### src/sv/fsk_pkg.sv
`default_nettype none
package fsk_pkg;
    localparam int SYMBOL_SAMPLES = 160;
    localparam int DL_DEPTH = SYMBOL_SAMPLES + 1;
    localparam int DL_AW = $clog2(DL_DEPTH);
    localparam int FILL_W = $clog2(SYMBOL_SAMPLES + 1);

    localparam int SAMPLE_W = 16;
    localparam int X_W = SAMPLE_W + 1;
    localparam int COEF_W = 18;
    localparam int RES_W = 32;
    localparam int NRG_W = 48;
    localparam int OP_W = 32;
    localparam int PROD_W = 2 * OP_W;
    localparam int ACC_W = 56;
    localparam int HOLD_W = 6;
    localparam int NUM_REGS = 8;
    localparam int REG_AW = $clog2(NUM_REGS);
    localparam int PADDR_W = REG_AW + 2;

    localparam logic [HOLD_W-1:0] HOLD_RELOAD = 6'd50;
    localparam logic [NRG_W:0] HI_THRESH = 49'd3932160;
    localparam logic [NRG_W:0] LO_THRESH = 49'd3276800;

    localparam logic signed [OP_W-1:0] UNITY = 32'sd65536;
    localparam logic signed [OP_W-1:0] LP_B0 = 32'sd6293;
    localparam logic signed [OP_W-1:0] LP_B1 = 32'sd12585;
    localparam logic signed [OP_W-1:0] LP_A1 = 32'sd32623297;
    localparam logic signed [OP_W-1:0] LP_NA2 = -32'sd15871246;

    typedef enum logic [REG_AW-1:0] {
        REG_SPACE_RES_COS  = 3'd0,
        REG_SPACE_RES_SIN  = 3'd1,
        REG_SPACE_COMB_COS = 3'd2,
        REG_SPACE_COMB_SIN = 3'd3,
        REG_MARK_RES_COS   = 3'd4,
        REG_MARK_RES_SIN   = 3'd5,
        REG_MARK_COMB_COS  = 3'd6,
        REG_MARK_COMB_SIN  = 3'd7
    } t_reg;

    typedef enum logic [1:0] {
        SH_NONE = 2'd0,
        SH_16   = 2'd1,
        SH_24   = 2'd2
    } t_shift;

    typedef struct packed {
        logic   valid;
        logic   clr;
        logic   neg;
        t_shift shift;
    } t_mac_ctl;
endpackage
`default_nettype wire

### src/sv/fsk_mac.sv
`default_nettype none
module fsk_mac (
    input  wire logic                              i_clk,
    input  wire logic                              i_rst_n,
    input  wire fsk_pkg::t_mac_ctl                 i_ctl,
    input  wire logic signed [fsk_pkg::OP_W-1:0]   i_a,
    input  wire logic signed [fsk_pkg::OP_W-1:0]   i_b,
    output logic signed [fsk_pkg::ACC_W-1:0]       o_acc
);
    logic signed [fsk_pkg::PROD_W-1:0] r_prod, w_shifted;
    logic signed [fsk_pkg::ACC_W-1:0]  r_acc, w_term;
    fsk_pkg::t_mac_ctl                 r_ctl;

    always_comb begin
        unique case (r_ctl.shift)
            fsk_pkg::SH_NONE: w_shifted = r_prod;
            fsk_pkg::SH_16:   w_shifted = r_prod >>> 16;
            fsk_pkg::SH_24:   w_shifted = r_prod >>> 24;
            default:          w_shifted = r_prod;
        endcase
        w_term = r_ctl.neg ? -w_shifted[fsk_pkg::ACC_W-1:0] : w_shifted[fsk_pkg::ACC_W-1:0];
    end

    always_ff @(posedge i_clk) begin
        if (!i_rst_n) begin
            r_ctl <= '0;
        end else begin
            r_ctl <= i_ctl;
        end
    end

    always_ff @(posedge i_clk) begin
        r_prod <= i_a * i_b;
        if (r_ctl.valid) begin
            r_acc <= r_ctl.clr ? w_term : r_acc + w_term;
        end
    end

    assign o_acc = r_acc;
endmodule
`default_nettype wire
### config.mk
export PLATFORM = sky130hd
export DESIGN_NAME = fsk_mac
export DESIGN_NICKNAME = d
export VERILOG_FILES = /design/src/sv/fsk_pkg.sv /design/src/sv/fsk_mac.sv
export SDC_FILE = /design/constraint.sdc
export NUM_CORES = 2
export LEC_CHECK = 0
export ABC_CLOCK_PERIOD_IN_PS = 10900
export BUFFER_PORTS_ARGS = -buffer_cell sky130_fd_sc_hd__buf_4
export CAP_MARGIN = 20
export CORE_ASPECT_RATIO = 1.1
export CORE_MARGIN = 2
export CORE_UTILIZATION = 55
export DETAILED_ROUTE_END_ITERATION = 12
export MAX_ROUTING_LAYER = met4
export PLACE_DENSITY = 0.77
export SKIP_LAST_GASP = 1
export SLEW_MARGIN = 10
export SYNTH_ARGS = -nofsm -noshare
export SYNTH_HDL_FRONTEND = slang
export SYNTH_SLANG_ARGS = --single-unit
### constraint.sdc
create_clock -name i_clk -period 10.9 [get_ports i_clk]
set_input_delay 2.18 -clock i_clk [delete_from_list [all_inputs] [get_ports i_clk]]
set_output_delay 2.18 -clock i_clk [all_outputs]
set_load 0.02 [all_outputs]
==> results.py <==
metrics = {
    "place": {
        "port-buffer-count": 126,
        "place_congestion": 0.963,
        "dpl.hpwl_um": 95900,
    },
    "clock_tree": {
        "ctsRootBufferMaster": "clkbuf_16",
        "clk_latency_ns": 0.42,
        "cts_sinks": 125,
        "cts_setup_buffers": 0,
        "htree_levels": 4,
        "ctsLongestPathBuffers": 2,
        "cts_tree": "done",
        "cts_buffers": 17,
        "postCtsHoldBufs": 0,
        "post_cts_resized": 0,
        "path_clk_slew_ns": 0.06,
    },
    "finish": {
        "postLayoutCoreUtil_pct": 57.8,
        "syn2layout_area_growth_pct": 4.30,
        "final_net_count": 6233,
        "multi_input_area_sq_um": 37400,
        "nFillCells": 7087,
        "seqCellArea_sq_um": 3070,
        "drive_gt1_share_pct": 4.48,
    },
    "floorplanning": {
        "core_sq_um": 81800,
        "die-area_sq_um": 84600,
        "die_w_um": 278,
        "start_util_pct": 55.4,
        "pin_count": 127,
        "rows": 110,
        "die_h_um": 305,
    },
    "synthesis": {
        "synth_top_family_by_area": "adder cells",
        "synthArstFlopShare_pct": 0,
        "synth.distinct_cells": 85,
        "synth_nets": 6332,
        "synth_common_cells": "fa_1, inv_1, nand2_1, and2_1, ha_1",
        "syn_area_per_cell_sq_um": 9.17,
        "synth_ff_type": "dfxtp_1",
        "yosys.area_share.xor_xnor_pct": 3.21,
        "yosys.area_share.simple_pct": 16.4,
        "synthAdderAreaFrac_pct": 54.6,
        "ys.warnings.count": 0,
        "ys_seq_area_share_pct": 6.77,
        "synth.most_common_cell": "fa_1",
        "synthMuxAreaShare_pct": 0.312,
        "synth_compound_area_share_pct": 8.17,
        "yosysTopAreaCell": "fa_1",
        "synth_area_sq_um": 45300,
        "ys_ff_latch": 125,
        "synth_edf_count": 56,
        "yosysTopAreaCellShare_pct": 47.9,
        "ys_top_cells_by_area": "fa_1, inv_1, and2_1, ha_1, nand2_1",
        "netlist_instances": 4936,
    },
    "critical_path": {
        "end_kind": "flop",
        "arrival_ns": 10.17,
        "crit_fanout": 32,
        "worstSetupPathType": "in -> reg",
        "cp-start-kind": "input pin",
        "cpPeakStageDelay_ns": 0.62,
        "cpMostUsedCell": "fa_1",
        "cp.required_ns": 11.19,
        "slowest_stage": "fa_1",
    },
    "routing": {
        "num_vias": 33900,
        "ant_nets": 0,
        "drt_iter0_markers": 2426,
        "route.detailed.drc": 0,
        "detail_route.first_pass.iterations": 6,
        "viasPerCell": 5.73,
        "finalWirelength_um": 118000,
        "wl_per_cell_um": 19.9,
    },
    "timing": {
        "relSlewSlack_pct": 40.5,
        "fin_crit_sh_pct": 90.7,
        "fmax_mhz": 101,
        "setup_violations": 0,
        "fin_crit_ns": 9.89,
        "rsz0062_at_grt": "false",
        "worst_pin_slew_ns": 0.883,
        "slew_viol_final": 0,
        "setup_tns_ns": 0,
        "hold_viol": 0,
        "clock_skew_ns": 0.0107,
    },
    "global_routing": {
        "grt_max_degree": 83,
        "grt_pass1_vias": 37200,
        "grt_remaining_overflow": 0,
        "grt_pass1_wl_um": 196000,
        "antenna_found_initial": 2,
        "grt_usage_pct": 29.9,
    },
    "worst_hold_path": {
        "hp-class": "reg -> reg",
    },
    "flow_run": {
        "drv_cap": 0,
    },
    "run_status": {
        "status": "complete, no violations",
    },
}
## layout make-up
type / count / area share (%)
diodes: 2 / 0.0106
clock buffers: 18 / 0.954
clock inverters: 13 / 0.254
inverters: 1003 / 7.97
multi-input cells: 3549 / 79.3
flip-flops and latches: 125 / 6.49
well taps: 1064 / 2.82
repair buffers: 141 / 2.24
## worst max-delay path: cells and delay by family
family                     cells  cell delay, ns
adders and majority gates      9            4.26
buffers and inverters          8            1.59
and+or+nand+nor                5            0.82
AOI/OAI and AO/OA              5            1.29
## worst paths after layout
check                           start             endpoint  slack (ns)  depth (start not counted)
hold reg to reg    o_acc[0]$_DFFE_PP_   o_acc[0]$_DFFE_PP_        0.80                          2
setup / recovery               i_b[5]   r_prod[63]$_DFF_P_        1.01                         27
setup reg to reg  r_ctl[0]$_SDFF_PN0_  o_acc[54]$_DFFE_PP_        3.81                         20
hold / removal     o_acc[0]$_DFFE_PP_   o_acc[0]$_DFFE_PP_        0.80                          2
## routing by layer
layer  track usage, %  part of all wire (%)  vias up
met1             38.0                    40    17300
met5                -                     0        -
met4             8.81                   3.2        0
li1                 -                     -    14800
met2             50.1                    49     1485
met3             4.02                   7.4      292
## cells in the final DEF, fill, tap and decap left out, types with 18 or more instances in the layout
| master | count |
|---|---|
| nor3_1 | 20 |
| o21ai_0 | 160 |
| edfxtp_1 | 56 |
| buf_4 | 141 |
| ha_1 | 241 |
| a21o_1 | 44 |
| nor2_1 | 90 |
| and3_1 | 18 |
| o31ai_1 | 20 |
| nor2b_1 | 33 |
| nand2b_1 | 19 |
| nand4_1 | 18 |
| and2_1 | 515 |
| o21bai_1 | 22 |
| dfxtp_1 | 67 |
| inv_1 | 1002 |
| xnor2_1 | 107 |
| fa_1 | 1083 |
| a221o_1 | 21 |
| xor2_1 | 59 |
| a221oi_1 | 19 |
| nand3_1 | 37 |
| nand2_1 | 654 |
| clkbuf_16 | 18 |
| a21oi_1 | 132 |
## registers in the layout, summed over array words and instances (netlist names)
name,cells
r_ctl,5
r_prod,64
o_acc,56
## through the flow
step	cell area, sq um	setup slack (ns)	hold slack (ns)	instances
2_1_floorplan	45300	1.30	0.717	4936
3_3_place_gp	46600	0.776	0.733	5882
3_5_place_dp	46600	0.582	0.739	5882
4_1_cts	47200	1.00	0.787	5913
5_1_grt	47200	0.417	0.806	5914
6_report	47200	1.01	0.798	5915
## cells by family (layout without fill, tap and decap cells)
kind of cell	Yosys count	after routing
and+or+nand+nor	1475	1475
adders and majority gates	1325	1325
buffers and inverters	1262	1175
AOI/OAI and AO/OA	570	570
xor gates and xnor gates	166	166
DFF	125	125
muxes	13	13
other	0	2
Power is not shown: default switching activity piles up to over one toggle a cycle in this logic, so the estimate is an artifact.
