**src/sv/fsk_pkg.sv**
```systemverilog
`default_nettype none
package fsk_pkg;
    localparam int SYMBOL_SAMPLES = 160;
    localparam int DL_DEPTH = SYMBOL_SAMPLES + 1;
    localparam int DL_AW = $clog2(DL_DEPTH);
    localparam int FILL_W = $clog2(SYMBOL_SAMPLES + 1);

    localparam int SAMPLE_W = 16;
    localparam int X_W = SAMPLE_W + 1;
    localparam int COEF_W = 18;
    localparam int RES_W = 32;
    localparam int NRG_W = 48;
    localparam int OP_W = 32;
    localparam int PROD_W = 2 * OP_W;
    localparam int ACC_W = 56;
    localparam int HOLD_W = 6;
    localparam int NUM_REGS = 8;
    localparam int REG_AW = $clog2(NUM_REGS);
    localparam int PADDR_W = REG_AW + 2;

    localparam logic [HOLD_W-1:0] HOLD_RELOAD = 6'd50;
    localparam logic [NRG_W:0] HI_THRESH = 49'd3932160;
    localparam logic [NRG_W:0] LO_THRESH = 49'd3276800;

    localparam logic signed [OP_W-1:0] UNITY = 32'sd65536;
    localparam logic signed [OP_W-1:0] LP_B0 = 32'sd6293;
    localparam logic signed [OP_W-1:0] LP_B1 = 32'sd12585;
    localparam logic signed [OP_W-1:0] LP_A1 = 32'sd32623297;
    localparam logic signed [OP_W-1:0] LP_NA2 = -32'sd15871246;

    typedef enum logic [REG_AW-1:0] {
        REG_SPACE_RES_COS  = 3'd0,
        REG_SPACE_RES_SIN  = 3'd1,
        REG_SPACE_COMB_COS = 3'd2,
        REG_SPACE_COMB_SIN = 3'd3,
        REG_MARK_RES_COS   = 3'd4,
        REG_MARK_RES_SIN   = 3'd5,
        REG_MARK_COMB_COS  = 3'd6,
        REG_MARK_COMB_SIN  = 3'd7
    } t_reg;

    typedef enum logic [1:0] {
        SH_NONE = 2'd0,
        SH_16   = 2'd1,
        SH_24   = 2'd2
    } t_shift;

    typedef struct packed {
        logic   valid;
        logic   clr;
        logic   neg;
        t_shift shift;
    } t_mac_ctl;
endpackage
`default_nettype wire

```
**src/sv/fsk_delay.sv**
```systemverilog
`default_nettype none
module fsk_delay (
    input  wire logic                            i_clk,
    input  wire logic                            i_rst_n,
    input  wire logic                            i_wr,
    input  wire logic                            i_clear,
    input  wire logic signed [fsk_pkg::X_W-1:0]  i_x,
    output logic signed [fsk_pkg::X_W-1:0]       o_old
);
    logic signed [fsk_pkg::X_W-1:0] r_mem [fsk_pkg::DL_DEPTH];
    logic signed [fsk_pkg::X_W-1:0] r_rd;
    logic [fsk_pkg::DL_AW-1:0]      r_ptr, n_ptr, w_wp;
    logic [fsk_pkg::FILL_W-1:0]     r_fill, n_fill, w_fill;
    logic                           r_old_ok;
    logic                           w_full;

    always_comb begin
        w_wp   = i_clear ? '0 : r_ptr;
        w_fill = i_clear ? '0 : r_fill;
        w_full = (w_fill == fsk_pkg::FILL_W'(fsk_pkg::SYMBOL_SAMPLES));
        n_ptr  = (w_wp == fsk_pkg::DL_AW'(fsk_pkg::DL_DEPTH - 1)) ? '0 : w_wp + 1'b1;
        n_fill = w_full ? w_fill : w_fill + 1'b1;
    end

    always_ff @(posedge i_clk) begin
        if (!i_rst_n) begin
            r_ptr    <= '0;
            r_fill   <= '0;
            r_old_ok <= 1'b0;
        end else if (i_wr) begin
            r_ptr    <= n_ptr;
            r_fill   <= n_fill;
            r_old_ok <= w_full;
        end
    end

    always_ff @(posedge i_clk) begin
        if (i_wr) begin
            r_mem[w_wp] <= i_x;
            r_rd        <= r_mem[n_ptr];
        end
    end

    assign o_old = r_old_ok ? r_rd : '0;
endmodule
`default_nettype wire

```
**config.mk**
```make
export PLATFORM = sky130hd
export DESIGN_NAME = fsk_delay
export DESIGN_NICKNAME = d
export VERILOG_FILES = /design/src/sv/fsk_pkg.sv /design/src/sv/fsk_delay.sv
export SDC_FILE = /design/constraint.sdc
export NUM_CORES = 2
export LEC_CHECK = 0
export ABC_CLOCK_PERIOD_IN_PS = 8800
export BUFFER_PORTS_ARGS = -buffer_cell sky130_fd_sc_hd__buf_4
export CAP_MARGIN = 20
export CORE_AREA = 2 2 603 605
export CTS_CLUSTER_SIZE = 16
export DETAILED_ROUTE_END_ITERATION = 8
export DIE_AREA = 0 0 605 607
export HOLD_SLACK_MARGIN = 0.05
export REMOVE_ABC_BUFFERS = 1
export SETUP_SLACK_MARGIN = 0.02
export SYNTH_ARGS = -nofsm -noshare
export SYNTH_HDL_FRONTEND = slang
export SYNTH_SLANG_ARGS = --single-unit
```
**constraint.sdc**
```tcl
create_clock -name i_clk -period 8.8 [get_ports i_clk]
set_clock_uncertainty 0.05 [all_clocks]
set_input_delay 1.32 -clock i_clk [delete_from_list [all_inputs] [get_ports i_clk]]
set_output_delay 1.32 -clock i_clk [all_outputs]
set_load 0.1 [all_outputs]
```
==> run metrics <==
outcome=finished clean; fin. max-slew vios=0; ys async rst share=0%; H-tree depth=5; first drt pass iteration count=6; required time of the critical path=9.43 ns; crit path max fanout=35; gr usage total=17.4%; clock buffer depth=4; # setup viols final=0; post-synth top area share=76.7%; worst-skew pair later-pin latency=0.93 ns; Hold Crit Start=r_fill[0]$_SDFFE_PN0P_; final-stage net count=6014; share of layout cells above drive strength 1=23.1%; top cells by area, synth=edfxtp_1, mux4_2, nand2_1, mux2i_1, nor2_1; most frequent cell after synthesis=edfxtp_1; CTS resizes=0; Initial DRC Count=9029; DR WL/cell=29.8 um; setup bufs post-CTS=0; Finished Layout Cells=11000; Syn Inst Count=5653; fillers=33500; port bufs=37; routed vias=59700; CP Launch Type=input port; synth unique cells=85; Slew @ Worst Pin=1.31 ns; core box area=0.361 mm^2; pin count of the biggest net entering global routing=117; synthesis-to-finish area growth=15.8%; CTS clk-pin slew, worst paths=0.06 ns; hold depth=1; Site Rows=221; Vias/cell=5.42; cell area after synthesis=0.108 mm^2; drt total wl=328000 um; dominant synthesized flop cell=edfxtp_1; r2r startpoint=r_ptr[3]$_SDFFE_PN0P_; num ports=38; final hold vios=0; P_leak=0.0382 uW; Syn Area/Cell=19.1 um^2; Initial Util=29.9%; Arr. time, crit path=6.97 ns; GR peak layer=met2; first-pass GRT wire length=456000 um; CTS buffer count=308; die area=0.367 mm^2; Hold Slack=0.446 ns; top cells by count, synth=edfxtp_1, nand2_1, mux4_2; initial antenna violation count=22; slew margin rel.=12.5%; Max IR drop VDD=0.171 mV; GPL Wtd Cong=0.922; height of the die=607 um; #FFs+latches synth=2771; worst r2r dst=r_rd[6]$_DFFE_PP_; Max-cap violations=0; # placed instances=10500; Tcrit/Tclk final=72.0%; grt total ovfl=0; area leader, netlist=edfxtp_1; Setup Crit Path Kind=in2reg; DR DRC count=0; grt met2 use=26.9%; Worst Setup End Kind=flop; pwr dens=223 mW/mm^2; clk sinks=2771; hold_buf cts=0; vias in the first global route=57600; Die Wd=605 um; r2r setup slk=3.05 ns; clock tree from TritonCTS=yes; Final min period=6.34 ns; Final Util=34.6%; fmax=0.158 GHz; met1 GRT Util=23.4%; met3 Use GR=4.31%; Reg2Reg Depth=9; Worst Hold Class=reg2reg; hold endpoint=r_fill[0]$_SDFFE_PN0P_; antenna-violating nets left=0; post-detailed-placement half-perimeter wirelength=194000 um; clock root cell=clkbuf_16; Post-synth EDFFs=2754; yosys warns=0; RSZ-0062 raised after global routing=false; Seq/Total Area, Yosys=77.1%
cells by family (layout without fill, tap and decap cells):
kind of cell	after synthesis	in the layout	synth area share (%)
mux	643	643	11.8
other cells	0	15	0
buf+inv	354	892	1.75
flops	2771	2771	77.1
fa+ha+maj	6	6	0.0697
compound gates	621	621	4.20
xor+xnor	7	7	0.0569
simple gates	1251	1251	5.05
routing by layer:
layer | share of wire (%) | up-vias
li1 | - | 23800
met1 | 39 | 31600
met2 | 46 | 3645
met3 | 11 | 622
met4 | 4.6 | 14
met5 | 0.12 | -
stage by stage:
step / TNS (ns) / total power (uW) / cell area, um^2 / worst slack (ns)
after floorplan: -376.02 / 16100 / 106000 / -21.99
after global placement: 0 / 16000 / 115000 / 1.57
after detailed placement: 0 / 16000 / 115000 / 1.62
after CTS: 0 / 28000 / 125000 / 2.59
after global routing: 0 / 28500 / 125000 / 2.26
final: 0 / 27800 / 125000 / 2.46
registers in the layout, summed over array words and instances, names as in the netlist:
register / cells
r_fill: 8
r_ptr: 8
r_mem: 2737
r_rd: 17
r_old_ok: 1
worst max-delay path: stages:
cell,delay (ns)
buf_4,0.39
clkinv_1,0.56
nand2_1,0.36
ha_4,0.32
a31o_4,0.84
buf_4,0.58
mux4_2,0.67
o32ai_1,0.89
nor3_1,0.13
nand4_1,0.41
nand4_1,0.16
a31o_2,0.26
final cells by class:
| type | count | area, um^2 | share of cell area [%] |
|---|---|---|---|
| Clock inverter | 143 | 1240 | 0.994 |
| Multi-Input combinational cell | 2528 | 23200 | 18.6 |
| Clock buffer | 371 | 8030 | 6.43 |
| Antenna cell | 15 | 37.5 | 0.0301 |
| Tap cell | 4794 | 6000 | 4.81 |
| Sequential cell | 2771 | 83000 | 66.5 |
| Inverter | 17 | 66.3 | 0.0531 |
| Timing Repair Buffer | 361 | 3140 | 2.52 |
placed cells by master (no fill, tap or decap), types with 14 or more instances in the layout:
master,instances
o211ai_1,22
dfxtp_1,17
a311oi_1,39
clkbuf_16,309
mux2_2,28
o22ai_1,29
nor2b_1,15
nand2_1,621
clkbuf_1,56
a31oi_1,64
and3_1,54
mux4_2,500
buf_6,19
nor2_1,158
a22oi_1,21
bufinv_16,19
inv_1,14
nand3_1,138
edfxtp_1,2754
a32o_1,14
mux2i_1,115
buf_12,20
a21oi_1,89
a221oi_1,40
a211oi_1,64
nor4_1,17
nor2_2,101
o21ai_0,65
nand4_1,30
nor3_1,48
diode_2,15
buf_4,310
a32oi_1,27
clkinv_2,45
and2_1,21
o2111ai_1,21
clkinv_1,57
power by group:
part           leakage (uW)  internal (uW)  switching, uW
clock network       0.00454           7020           5050
logic               0.00877            384            794
registers            0.0249          14500           15.0
total                0.0382          21900           5860
how the worst max path moves through the flow:
stage / end / slack [ns] / startpoint
after floorplan: r_rd[2]$_DFFE_PP_ / -21.99 / i_clear
after global placement: r_rd[0]$_DFFE_PP_ / 1.57 / i_clear
after detailed placement: r_rd[4]$_DFFE_PP_ / 1.62 / i_clear
after CTS: r_rd[0]$_DFFE_PP_ / 2.59 / i_clear
after global routing: r_rd[6]$_DFFE_PP_ / 2.26 / i_clear
final: r_rd[6]$_DFFE_PP_ / 2.46 / i_clear
(Power assumes the default switching activity.)
